### src/sv/rcv_pkg.sv
// Shared types, constants and box test for the RGB box color vote block.
package rcv_pkg;

    localparam int PIX_W  = 8;
    localparam int BOX_W  = 48;
    localparam int HITS_W = 16;
    localparam int CFG_IDX_W = 2;

    // Register reset values, bytes from low: b_lo, b_hi, g_lo, g_hi, r_lo, r_hi
    localparam logic [BOX_W-1:0] RED_BOX_RESET  = 48'hFA64_380F_3211;
    localparam logic [BOX_W-1:0] BLUE_BOX_RESET = 48'h3204_581F_DC56;

    // Configuration register indexes
    localparam logic [CFG_IDX_W-1:0] CFG_RED_BOX  = 2'd0;
    localparam logic [CFG_IDX_W-1:0] CFG_BLUE_BOX = 2'd1;
    localparam logic [CFG_IDX_W-1:0] CFG_WANT_RED = 2'd2;

    typedef logic [PIX_W-1:0] pix_t;
    typedef logic [BOX_W-1:0] box_t;

    // Classified pixel handed from the input stage to the tally stage
    typedef struct packed {
        logic valid;
        logic red_hit;
        logic blue_hit;
        logic last;
    } class_t;

    // Open range test on one channel slot of a box
    function automatic logic in_range(input box_t box, input int unsigned slot,
                                      input pix_t v);
        pix_t lo;
        pix_t hi;
        lo = box[16*slot +: PIX_W];
        hi = box[16*slot + PIX_W +: PIX_W];
        return (v > lo) && (v < hi);
    endfunction

    function automatic logic in_box(input box_t box, input pix_t b, input pix_t g,
                                    input pix_t r);
        return in_range(box, 0, b) && in_range(box, 1, g) && in_range(box, 2, r);
    endfunction

endpackage

### src/sv/rcv_classify.sv
// Input stage: box tests on the incoming pixel, registered with the end flag.
module rcv_classify
    import rcv_pkg::*;
(
    input  logic   aclk,
    input  logic   aresetn,
    input  logic   s_valid,
    output logic   s_ready,
    input  pix_t   s_blue,
    input  pix_t   s_green,
    input  pix_t   s_red,
    input  logic   s_last_of_region,
    input  box_t   red_box,
    input  box_t   blue_box,
    input  logic   take,
    output class_t cls
);

    class_t cls_reg;
    class_t cls_next;
    logic   red_match;
    logic   blue_match;

    // Red has priority when both boxes match
    assign red_match  = in_box(red_box, s_blue, s_green, s_red);
    assign blue_match = in_box(blue_box, s_blue, s_green, s_red);

    assign s_ready = !cls_reg.valid || take;

    always_comb begin
        cls_next = cls_reg;
        if (s_ready) begin
            cls_next.valid    = s_valid;
            cls_next.red_hit  = red_match;
            cls_next.blue_hit = blue_match && !red_match;
            cls_next.last     = s_last_of_region;
        end
    end

    always_ff @(posedge aclk) begin
        if (!aresetn) begin
            cls_reg <= '0;
        end else begin
            cls_reg <= cls_next;
        end
    end

    assign cls = cls_reg;

endmodule

### src/sv/rcv_tally.sv
// Tally stage: saturating hit counters and the registered verdict word.
module rcv_tally
    import rcv_pkg::*;
#(
    parameter int COUNT_BITS = 16
) (
    input  logic              aclk,
    input  logic              aresetn,
    input  class_t            cls,
    input  logic              want_red,
    output logic              take,
    output logic              m_valid,
    input  logic              m_ready,
    output logic              m_is_red,
    output logic              m_keep,
    output logic [HITS_W-1:0] m_red_hits,
    output logic [HITS_W-1:0] m_blue_hits
);

    localparam logic [COUNT_BITS-1:0] CNT_MAX = '1;

    logic [COUNT_BITS-1:0] red_tally_reg, red_tally_next;
    logic [COUNT_BITS-1:0] blue_tally_reg, blue_tally_next;
    logic [COUNT_BITS-1:0] red_upd, blue_upd;
    logic [HITS_W-1:0]     red_rep, blue_rep;
    logic                  verdict;
    logic                  out_free;
    logic                  m_valid_reg, m_valid_next;
    logic                  is_red_reg, keep_reg;
    logic [HITS_W-1:0]     red_hits_reg, blue_hits_reg;

    // A region's last pixel waits only while the previous verdict is unread
    assign out_free = !m_valid_reg || m_ready;
    assign take     = cls.valid && (!cls.last || out_free);

    // Counts including the current pixel
    assign red_upd  = (cls.red_hit && red_tally_reg != CNT_MAX)
                      ? red_tally_reg + COUNT_BITS'(1) : red_tally_reg;
    assign blue_upd = (cls.blue_hit && blue_tally_reg != CNT_MAX)
                      ? blue_tally_reg + COUNT_BITS'(1) : blue_tally_reg;
    assign verdict  = red_upd > blue_upd;

    // Reported counts clip at the output width
    generate
        if (COUNT_BITS > HITS_W) begin : g_clip
            assign red_rep  = |red_upd[COUNT_BITS-1:HITS_W] ? '1 : red_upd[HITS_W-1:0];
            assign blue_rep = |blue_upd[COUNT_BITS-1:HITS_W] ? '1 : blue_upd[HITS_W-1:0];
        end else begin : g_ext
            assign red_rep  = HITS_W'(red_upd);
            assign blue_rep = HITS_W'(blue_upd);
        end
    endgenerate

    always_comb begin
        red_tally_next  = red_tally_reg;
        blue_tally_next = blue_tally_reg;
        m_valid_next    = m_valid_reg && !m_ready;
        if (take) begin
            if (cls.last) begin
                red_tally_next  = '0;
                blue_tally_next = '0;
                m_valid_next    = 1'b1;
            end else begin
                red_tally_next  = red_upd;
                blue_tally_next = blue_upd;
            end
        end
    end

    always_ff @(posedge aclk) begin
        if (!aresetn) begin
            red_tally_reg  <= '0;
            blue_tally_reg <= '0;
            m_valid_reg    <= 1'b0;
        end else begin
            red_tally_reg  <= red_tally_next;
            blue_tally_reg <= blue_tally_next;
            m_valid_reg    <= m_valid_next;
        end
    end

    // Result word, loaded on a region's last pixel
    always_ff @(posedge aclk) begin
        if (take && cls.last) begin
            is_red_reg    <= verdict;
            keep_reg      <= (verdict == want_red);
            red_hits_reg  <= red_rep;
            blue_hits_reg <= blue_rep;
        end
    end

    assign m_valid     = m_valid_reg;
    assign m_is_red    = is_red_reg;
    assign m_keep      = keep_reg;
    assign m_red_hits  = red_hits_reg;
    assign m_blue_hits = blue_hits_reg;

endmodule

### src/sv/rgb_box_color_vote.sv
// Top level of the RGB box color vote block: config registers and the two stages.
//
// Takes one BGR pixel per clock, tests it against the red box (priority)
// and the blue box, and counts hits in COUNT_BITS-bit saturating counters.
// On the pixel flagged last_of_region it emits one word: is_red (red count
// strictly above blue), keep (is_red equals want_red) and both counts,
// clipped to 16 bits, then restarts the counts. Throughput is one pixel per
// cycle except while s_ready is low; m_valid is set once the region's last
// pixel is judged out of the input register into the result register.
// s_ready drops only while a region's last pixel sits in the input register
// and the previous verdict word has not been taken. Configuration is written
// through cfg_wr_en, cfg_index and cfg_wdata; the user must write it only while
// no region is in flight, as the block does not enforce this. Index 3 is ignored.
module rgb_box_color_vote
    import rcv_pkg::*;
#(
    parameter int COUNT_BITS = 16
) (
    input  logic                 aclk,
    input  logic                 aresetn,
    input  logic                 cfg_wr_en,
    input  logic [CFG_IDX_W-1:0] cfg_index,
    input  logic [BOX_W-1:0]     cfg_wdata,
    input  logic                 s_valid,
    output logic                 s_ready,
    input  logic [PIX_W-1:0]     s_blue,
    input  logic [PIX_W-1:0]     s_green,
    input  logic [PIX_W-1:0]     s_red,
    input  logic                 s_last_of_region,
    output logic                 m_valid,
    input  logic                 m_ready,
    output logic                 m_is_red,
    output logic                 m_keep,
    output logic [HITS_W-1:0]    m_red_hits,
    output logic [HITS_W-1:0]    m_blue_hits
);

    box_t   red_box_reg;
    box_t   blue_box_reg;
    logic   want_red_reg;
    class_t cls;
    logic   take;

    // Configuration registers
    always_ff @(posedge aclk) begin
        if (!aresetn) begin
            red_box_reg  <= RED_BOX_RESET;
            blue_box_reg <= BLUE_BOX_RESET;
            want_red_reg <= 1'b0;
        end else if (cfg_wr_en) begin
            case (cfg_index)
                CFG_RED_BOX:  red_box_reg  <= cfg_wdata;
                CFG_BLUE_BOX: blue_box_reg <= cfg_wdata;
                CFG_WANT_RED: want_red_reg <= cfg_wdata[0];
                default: ;
            endcase
        end
    end

    rcv_classify u_classify (
        .aclk             (aclk),
        .aresetn          (aresetn),
        .s_valid          (s_valid),
        .s_ready          (s_ready),
        .s_blue           (s_blue),
        .s_green          (s_green),
        .s_red            (s_red),
        .s_last_of_region (s_last_of_region),
        .red_box          (red_box_reg),
        .blue_box         (blue_box_reg),
        .take             (take),
        .cls              (cls)
    );

    rcv_tally #(
        .COUNT_BITS (COUNT_BITS)
    ) u_tally (
        .aclk        (aclk),
        .aresetn     (aresetn),
        .cls         (cls),
        .want_red    (want_red_reg),
        .take        (take),
        .m_valid     (m_valid),
        .m_ready     (m_ready),
        .m_is_red    (m_is_red),
        .m_keep      (m_keep),
        .m_red_hits  (m_red_hits),
        .m_blue_hits (m_blue_hits)
    );

endmodule

### config.mk
export PLATFORM = sky130hd
export DESIGN_NAME = rgb_box_color_vote
export DESIGN_NICKNAME = d
export VERILOG_FILES = /design/src/sv/rcv_pkg.sv /design/src/sv/rcv_classify.sv /design/src/sv/rcv_tally.sv /design/src/sv/rgb_box_color_vote.sv
export SDC_FILE = /design/constraint.sdc
export NUM_CORES = 1
export LEC_CHECK = 0
export BUFFER_PORTS_ARGS = -buffer_cell sky130_fd_sc_hd__buf_2
export CORE_MARGIN = 2
export CORE_UTILIZATION = 35
export DETAILED_ROUTE_END_ITERATION = 16
export GPL_TIMING_DRIVEN = 0
export REMOVE_ABC_BUFFERS = 1
export SLEW_MARGIN = 20
export SYNTH_ARGS = -nofsm -noshare
export SYNTH_HDL_FRONTEND = slang
export SYNTH_SLANG_ARGS = --single-unit
### constraint.sdc
create_clock -name aclk -period 5.5 [get_ports aclk]
set_input_delay 1.1 -clock aclk [delete_from_list [all_inputs] [get_ports aclk]]
set_output_delay 1.1 -clock aclk [all_outputs]
set_load 0.02 [all_outputs]
[Word-level counts from Yosys, hierarchy flattened]
Index checks and enable logic that the tools add are counted.
Operators by class
  add/subtract/negate cells: 2
  reductions and logical operators: 28
  $lt $le $gt $ge: 13
  eq/ne operators: 5
  multiplexer cells: 6
Operators by type and width (count)
  16-bit two-way mux: 4
  8-bit greater-than comparator: 6
  8-bit < comparator: 6
  16-bit by 1-bit adder with 16-bit output, second input constant: 2
  16-bit != test, second input constant: 2
  16-bit greater-than comparator: 1
  1-bit logical AND: 16
  2-bit AND reduction: 3
  1-bit logical NOT: 5
  1-bit logical OR: 3
  2-bit by 1-bit == test with 1-bit output, second input constant: 1
  2-bit == test, second input constant: 1
  2-bit logical NOT: 1
  1-bit two-way mux: 2
  1-bit == test: 1
Storage, ports and cells
  register bits after elaboration: 168
  logic and storage cells: 68
  output and inout bits: 36
  input bits: 80

[Longest topological paths before layout]
Gate-level depths: netlist (run 1).
  depth after elaboration: 6
  mapped depth: 16
  gate-level depth less buffers: 15

[By module]
A second synthesis (run 1) with hierarchy kept.
Unflattened totals
  cells, all modules: 1080
  area total of the unflattened synthesis: 9929.5 µm²
Modules (own cells, without submodules)
  rgb_box_color_vote: area an instance 3966.3 µm², sequential area each 1941.9 µm², cells an instance 396, instances 1
  rcv_tally: area an instance 3574.7 µm², sequential area each 1681.6 µm², cells an instance 363, instances 1
  rcv_classify: area an instance 2388.5 µm², sequential area each 80.1 µm², cells an instance 321, instances 1

[Least setup slack after synthesis (run 1)]
Ideal clock, no wire load.
  kind: input -> register
  from: in m_ready
  to: reg u_tally.blue_hits_reg[0] (netlist: u_tally.m_blue_hits[0]), enable pin
  arrival time: 3.148 ns
  library setup time: 0.427 ns
  data required time: 5.073 ns
  stages: 6
  buffers on the path: 2
  path slack: 1.925 ns
  cells stage by stage: nor2b_1 > nand2_1 > nand2_1 > clkbuf_1 > clkbuf_1 > nor2_1
Between the ends
  cells in the longest elaborated chain, start to end: 4
RTL lines
  start: declaration: line rgb_box_color_vote.sv:31  | input logic m_ready,
  1-bit logical OR: line rcv_tally.sv:33  | assign out_free = !m_valid_reg || m_ready;
  1-bit logical OR: line rcv_tally.sv:34  | assign take = cls.valid && (!cls.last || out_free);
  1-bit logical AND: line rcv_tally.sv:34
  1-bit logical AND: line rcv_tally.sv:84  | if (take && cls.last) begin
  end signal: assignment: line rcv_tally.sv:88  | blue_hits_reg <= blue_rep;
  end: declaration: line rcv_tally.sv:30  | logic [HITS_W-1:0] red_hits_reg, blue_hits_reg;
Every way passes these cells.
A chain may end at the register's enable or synchronous reset.

[Worst setup path in the final report (run 1)]
  from: reg u_tally.blue_tally_reg[0]
  to: reg u_tally.keep_reg (netlist: u_tally.m_keep) (data pin)
Between the ends
  cells in the longest elaborated chain, start to end: 5
  elaborated cells between the ends (all ways): 6
  those cells by class: add/sub: 1; order compare: 1; eq/ne: 2; mux: 1; reduce/logical: 1
RTL lines
  start: declaration: line rcv_tally.sv:23  | logic [COUNT_BITS-1:0] blue_tally_reg, blue_tally_next;
  start signal: assignment: line rcv_tally.sv:77  | blue_tally_reg <= blue_tally_next;
  parallel branches: the longest is 2 deep, another holds 16-bit by 1-bit adder with 16-bit output
  16-bit two-way mux *: line rcv_tally.sv:40  | ? blue_tally_reg + COUNT_BITS'(1) : blue_tally_reg;
  named net u_tally.blue_rep[15]: line rcv_tally.sv:25  | logic [HITS_W-1:0] red_rep, blue_rep;
  16-bit greater-than comparator *: line rcv_tally.sv:41  | assign verdict = red_upd > blue_upd;
  1-bit == test *: line rcv_tally.sv:86  | keep_reg <= (verdict == want_red);
  end signal: assignment: line rcv_tally.sv:86
  end: declaration: line rcv_tally.sv:29  | logic is_red_reg, keep_reg;
Mark *: on every way through the listed nets, which the timed path passes.

==> qor.yml, run 1 <==
share_seq_of_total_power: 0.459
timing.critical_path.from: "u_tally.blue_tally_reg[0]$_SDFFE_PN0P_"
vias: 7612
ys.flop_type: "dfxtp_1"
hp_start: "red_box_reg[6]$_SDFFE_PN0P_"
dp_worst_setup_slack_ns: 1.736
max_freq_mhz: 264.5
residual_antenna_violating_net_count_after_detailed_routing: 0
drc_violation_total_after_the_first_tritonroute_iteration: 351
ys_types: 63
synth-seq-area-share: 0.3911
timing.reg2reg.worst_path_depth: 15
finalWorstPathRequiredPeriod_ns: 3.781
cellLeakagePower_nw: 4.746
design.portCount: 116
outcome: "completed"
yosys-top-cells-area: "dfxtp_1, ha_1, edfxtp_1"
critical_path.reg2reg.endpoint: "u_tally.m_keep$_DFFE_PP_"
cts_root_buf: "clkbuf_16"
avgViaCountPerCell: 4.982
flow.area_growth_from_synthesis_pct: 16.82
timing.final.hold_violations: 0
ctsHtreeMaxLevel: 4
critical_path_peak_fanout: 8
worst_slew_pin_slew_ns: 0.8964
wl_per_cell_um: 15.06
yosys_register_bits: 168
clock-skew-final_ns: 0.01122
timing.slew.headroom: 0.4002
crit_required_ns: 5.67
total_global_routing_track_utilization: 0.1682
final_nets: 1358
insertion_delay_ns: 0.44
yosys_warnings: 0
path_clk_slew_ns: 0.07
cts_repair_resize_count: 0
antenna_found_initial: 5
cts.sink_count: 168
remaining_drc_errors: 0
syn-instance-count: 1082
cts_hold_buffers: 0
die_height_um: 168.5
grt-ovfl-total: 0
combinationalPowerShare: 0.101
intPower_mw: 2.059
maxCapViolations: 0
rows: 60
drive_above_1_share: 0.1468
drt_pass1_iterations: 5
cts_setup_buffers: 0
synth_enable_flop_cells: 34
timing.rr.start: "u_tally.blue_tally_reg[0]$_SDFFE_PN0P_"
power.density_mw_per_mm2: 255.6
first_global_vias: 7325
tritoncts: "built"
final_critical_path_setup_slack_ns: 1.719
tightest_hold_check_type: "register to register"
avgSynthCellArea_um2: 8.753
overall_die_width_um: 168.5
grt_max_degree: 105
setup_repair_after_global_routing_missed_its_margin: "no"
power.switching_mw: 0.7689
ir_worst_vdd_mv: 0.1310
core_area_mm2: 0.02673
hold-path-cell-count: 2
start_kind: "register"
regToRegSetupSlack_ns: 1.72
final_cell_mix: "nand2_1, dfxtp_1, buf_2"
switching_part_of_the_total: 0.2719
die-area_mm2: 0.02839
mappedNetlistArea_mm2: 0.009470
grt_pass1_wl_um: 37890
routed_wirelength_um: 23010
synthArstFlopShare: 0
arrival_ns: 3.95
place_congestion: 0.8494
finalSetupViolCount: 0
crit_type: "register to register"
timing.hold.worst_endpoint: "red_box_reg[6]$_SDFFE_PN0P_"
drv_slew: 0
mostFrequentLayoutCell: "nand2_1"
finalCritPeriodShare: 0.6875
initial_core_util: 0.3544
synth_largest_area_cell: "dfxtp_1"
total_cts_buffers: 17
max-clock-path-buffers: 2
post-synth-top-area-fraction: 0.2833
io_buffer_count: 115
hpwl_um: 17190
post_layout_total_power_mw: 2.828
clock_power_share: 0.440
sort_of_element_at_the_end_of_the_critical_path: "register"
## metrics by stage
| step | instance area (µm²) | util | hold slack [ns] | setup TNS [ns] | cells |
|---|---|---|---|---|---|
| 6_report | 11060 | 0.4140 | 0.4632 | 0 | 1528 |
| 5_1_grt | 11060 | 0.4139 | 0.4869 | 0 | 1527 |
| 4_1_cts | 11060 | 0.4138 | 0.4665 | 0 | 1526 |
| 3_5_place_dp | 10450 | 0.3909 | 0.4566 | 0 | 1494 |
| 3_3_place_gp | 10260 | 0.3838 | 0.4542 | -103.90 | 1483 |
| 2_1_floorplan | 9256 | - | 0.4426 | 0 | 1027 |
## power by group through the flow
| stage | Clock, mW | Sequential (mW) | Combinational, mW |
|---|---|---|---|
| 6_report | 1.24 | 1.30 | 0.285 |
| 5_1_grt | 1.32 | 1.30 | 0.328 |
| 4_1_cts | 1.27 | 1.30 | 0.289 |
| 3_5_place_dp | 0 | 1.33 | 0.288 |
| 3_3_place_gp | 0 | 1.33 | 0.275 |
| 2_1_floorplan | 0 | 1.33 | 0.162 |
## synth_stat cells, drive strengths merged (3+ instances only)
cell type / count
a21boi: 58
a21o: 22
a21oi: 25
a22oi: 12
a31oi: 4
and2: 17
and3: 7
and4: 4
buf: 7
clkbuf: 48
dfxtp: 134
edfxtp: 34
ha: 106
inv: 110
mux2i: 12
nand2: 194
nand2b: 9
nand3: 22
nand4: 30
nor2: 24
nor2b: 24
nor3: 10
nor3b: 4
nor4: 4
o211ai: 47
o21a: 7
o21ai: 37
o21bai: 3
or2: 4
or4: 3
xnor2: 18
xor2: 9
## how the worst max path moves through the flow
stage                                         endpoint  slack [ns]
after floorplan           red_box_reg[12]$_SDFFE_PN1P_        0.41
after global placement    red_box_reg[46]$_SDFFE_PN1P_       -2.24
after detailed placement      u_tally.m_keep$_DFFE_PP_        1.74
after CTS                     u_tally.m_keep$_DFFE_PP_        1.71
after global routing          u_tally.m_keep$_DFFE_PP_        1.36
final                         u_tally.m_keep$_DFFE_PP_        1.72
## per-layer routing
layer  up-vias  part of all wire  wire length, µm  track usage
met5         -           0.00096               22            0
met4         4             0.013              299      0.04723
met3        26             0.045             1041      0.03601
met2       143              0.48            11020       0.2877
met1      3503              0.46            10630       0.2144
li1       3936                 -                -            -
## worst max-delay path, stage by stage (launching register included)
cell and delay, ns:
dfxtp_1 0.36, ha_1 0.26, nand4_1 0.14, o41ai_4 0.13, nor4_2 0.58, nand4_1 0.20, xnor2_1 0.40, inv_1 0.09
ha_1 0.30, nand4_1 0.09, nor2_1 0.25, and3_1 0.24, nand3b_1 0.08, nand3_1 0.14, o21ba_1 0.15, o221ai_1 0.12
## layout make-up
class	count	area [µm²]
Antenna cell	2	5.005
Clock buffer	17	425.4
Clock inverter	15	186.4
Fill cell	2713	15660
Inverter	110	412.9
Multi-Input combinational cell	749	5159
Sequential cell	168	3704
Tap cell	341	426.7
Timing Repair Buffer	126	744.5
## logic make-up (layout without fill, tap and decap cells)
logic type,count (synthesis),in the layout,share of synthesized area
AOI/OAI and AO/OA,238,238,0.1781
xor gates and xnor gates,27,27,0.02497
adders and majority gates,106,106,0.1400
buffers and inverters,165,268,0.06619
DFF,168,168,0.3911
muxes,13,13,0.01387
other,0,2,0
and+or+nand+nor,365,365,0.1858
(Power assumes the default switching activity.)
==> run 2, diff against run 1 <==
clock period = 3.2 ns   (was 5.5 ns; I/O delays follow)
==> run 2 against run 1 <==
The run now ends with negative setup slack left. Hold slack worse by 0.042 ns. Critical path depth did not move. Count of clock-buffer cells in the layout is the same. Clock power increased by 73%. Via count rose by 1.9%. Sequential share of layout area shrank 0.84 points. Utilization increased by 1.6 points. Setup slack got worse by 1.8 ns. Global-route usage is 0.43 points higher. Total power increased by 72%. Fmax is 14% higher. Critical path type unchanged. Critical endpoint is now u_tally.m_is_red$_DFFE_PP_.
==> qor.yml, run 2 (synthesis results as in run 1) <==
worst_slew_pin_slew_ns: 0.9264
outcome: "finished, violations left"
finalSetupTns_ns: -0.2129
tritoncts: "built"
grt_max_degree: 105
critical-path-top-delay-family: "compound AO/OA/AOI/OAI gates"
remaining_drc_errors: 0
io_buffer_count: 115
start_kind: "register"
regToRegSetupSlack_ns: -0.11
residual_antenna_violating_net_count_after_detailed_routing: 0
timing.reg2reg.worst_path_depth: 15
fin_util: 0.4301
power.density_mw_per_mm2: 423.5
mostFrequentLayoutCell: "nand2_1"
routed_wirelength_um: 23890
sort_of_element_at_the_end_of_the_critical_path: "register"
place_congestion: 0.8494
post_dp_cell_area_mm2: 0.01045
drc_violation_total_after_the_first_tritonroute_iteration: 346
cellLeakagePower_nw: 4.953
drive_above_1_share: 0.2086
post_layout_total_power_mw: 4.867
timing.critical_path.from: "u_tally.blue_tally_reg[3]$_SDFFE_PN0P_"
maxCapViolations: 0
path_clk_slew_ns: 0.07
setup_repair_after_global_routing_missed_its_margin: "yes"
timing.slew.headroom: 0.3802
drt_pass1_iterations: 4
crit_path_cell_trace: "nand3_2, o41ai_4, buf_4, buf_4, nor2_1, xor2_2, inv_1, ha_1, a21o_1, a21o_1, a221o_1, a21oi_2, nand3_2, nor2_2, o21ai_1"
cts.sink_count: 168
crit_required_ns: 3.38
max_freq_mhz: 302.4
wl_per_cell_um: 15.40
dp.cells: 1494
crit_type: "register to register"
violations: "negative setup slack"
initial_core_util: 0.3544
finalCritPeriodShare: 1.033
design.portCount: 116
antenna_found_initial: 5
overall_die_width_um: 168.5
cts_root_buf: "clkbuf_16"
total_cts_buffers: 17
hold-path-cell-count: 3
critical_path.reg2reg.endpoint: "u_tally.m_is_red$_DFFE_PP_"
vias: 7753
die_height_um: 168.5
ctsHtreeMaxLevel: 4
avgViaCountPerCell: 4.999
layout.filler_cells: 2678
crit_buf_inv: 3
final_critical_path_setup_slack_ns: -0.1070
insertion_delay_ns: 0.45
arrival_ns: 3.49
total_global_routing_track_utilization: 0.1724
post_layout_nonfiller_instances: 1551
die-area_mm2: 0.02839
timing.rr.start: "u_tally.blue_tally_reg[3]$_SDFFE_PN0P_"
final_cell_mix: "nand2_1, buf_2, dfxtp_1"
critical_path_peak_fanout: 7
first_global_vias: 7557
finalWorstPathRequiredPeriod_ns: 3.307
ir_worst_vdd_mv: 0.2271
layout.cell_area.non_filler_mm2: 0.01149
grt_pass1_wl_um: 38940
timing.final.hold_violations: 0
finalSetupViolCount: 2
core_area_mm2: 0.02673
critical-path-max-stage-delay_ns: 0.47
max-clock-path-buffers: 2
cp-endpoint: "u_tally.m_is_red$_DFFE_PP_"
path_depth: 15
final_nets: 1381
hpwl_um: 17190
rows: 60
grt-ovfl-total: 0
drv_slew: 0
critical-path-slowest-cell: "dfxtp_1"
flow.area_growth_from_synthesis_pct: 21.36
clock-skew-final_ns: 0.01154
tightest_hold_check_type: "input pin to register"
[run 2: cell count changes in the layout (fill, tap and decap cells not counted), moves of 7 or more]
cell / before / now
dfxtp_2: 0 / 14
dfxtp_1: 134 / 112
xnor2_1: 18 / 11
xnor2_2: 0 / 7
buf_4: 5 / 28
dfxtp_4: 0 / 8
[run 2: metal layers]
metal | vias up | track usage | wire length, µm
met5 | - | 0 | 22
met4 | 4 | 0.04798 | 312
met3 | 28 | 0.03647 | 1023
met2 | 144 | 0.3009 | 11650
met1 | 3590 | 0.2154 | 10880
li1 | 3987 | - | -
[run 2: worst min-delay path by stage]
stage / endpoint / slack, ns / start
6_report: red_box_reg[16]$_SDFFE_PN1P_ / 0.42 / cfg_wdata[16]
5_1_grt: u_classify.cls[0]$_SDFFE_PN0P_ / 0.42 / s_last_of_region
4_1_cts: u_classify.cls[0]$_SDFFE_PN0P_ / 0.41 / s_last_of_region
3_5_place_dp: red_box_reg[6]$_SDFFE_PN0P_ / 0.46 / red_box_reg[6]$_SDFFE_PN0P_
3_3_place_gp: red_box_reg[3]$_SDFFE_PN0P_ / 0.45 / red_box_reg[3]$_SDFFE_PN0P_
2_1_floorplan: red_box_reg[0]$_SDFFE_PN1P_ / 0.44 / red_box_reg[0]$_SDFFE_PN1P_
[run 2: what timing repair did]
| action | 4_1_cts | 5_1_grt |
|---|---|---|
| resized for setup | 57 | 15 |
| pin swaps | 19 | 11 |
| hold endpoints to repair | 0 | 0 |
| hold buffers | 0 | 0 |
| setup endpoints to repair | 2 | 2 |
| buffers inserted | 15 | 8 |
[run 2: tightest hold or removal path: stages]
cell and delay [ns]:
buf_2 0.09, nand2_1 0.04, nand3_1 0.06
[run 2: per-stage QoR]
stage                     hold WS, ns  setup WS [ns]
final                          0.4208        -0.1070
after detailed placement       0.4566        -0.5638
after global placement         0.4542         -4.078
after global routing           0.4190        -0.2809
after CTS                      0.4101       -0.05406
after floorplan                0.4426         -1.431
[run 2: final cells by class]
class | count | area [µm²] | area share
Clock buffer | 17 | 425.4 | 0.03701
Tap cell | 341 | 426.7 | 0.03712
Clock inverter | 15 | 186.4 | 0.01622
Antenna cell | 2 | 5.005 | 0.0004354
Timing Repair Buffer | 149 | 917.1 | 0.07980
Sequential cell | 168 | 3751 | 0.3264
Inverter | 110 | 412.9 | 0.03592
Multi-Input combinational cell | 749 | 5369 | 0.4671
[run 2: where the power goes]
group	internal, mW	switching [mW]
Sequential	2.20	0.0273
Combinational	0.214	0.282
Clock	1.12	1.02
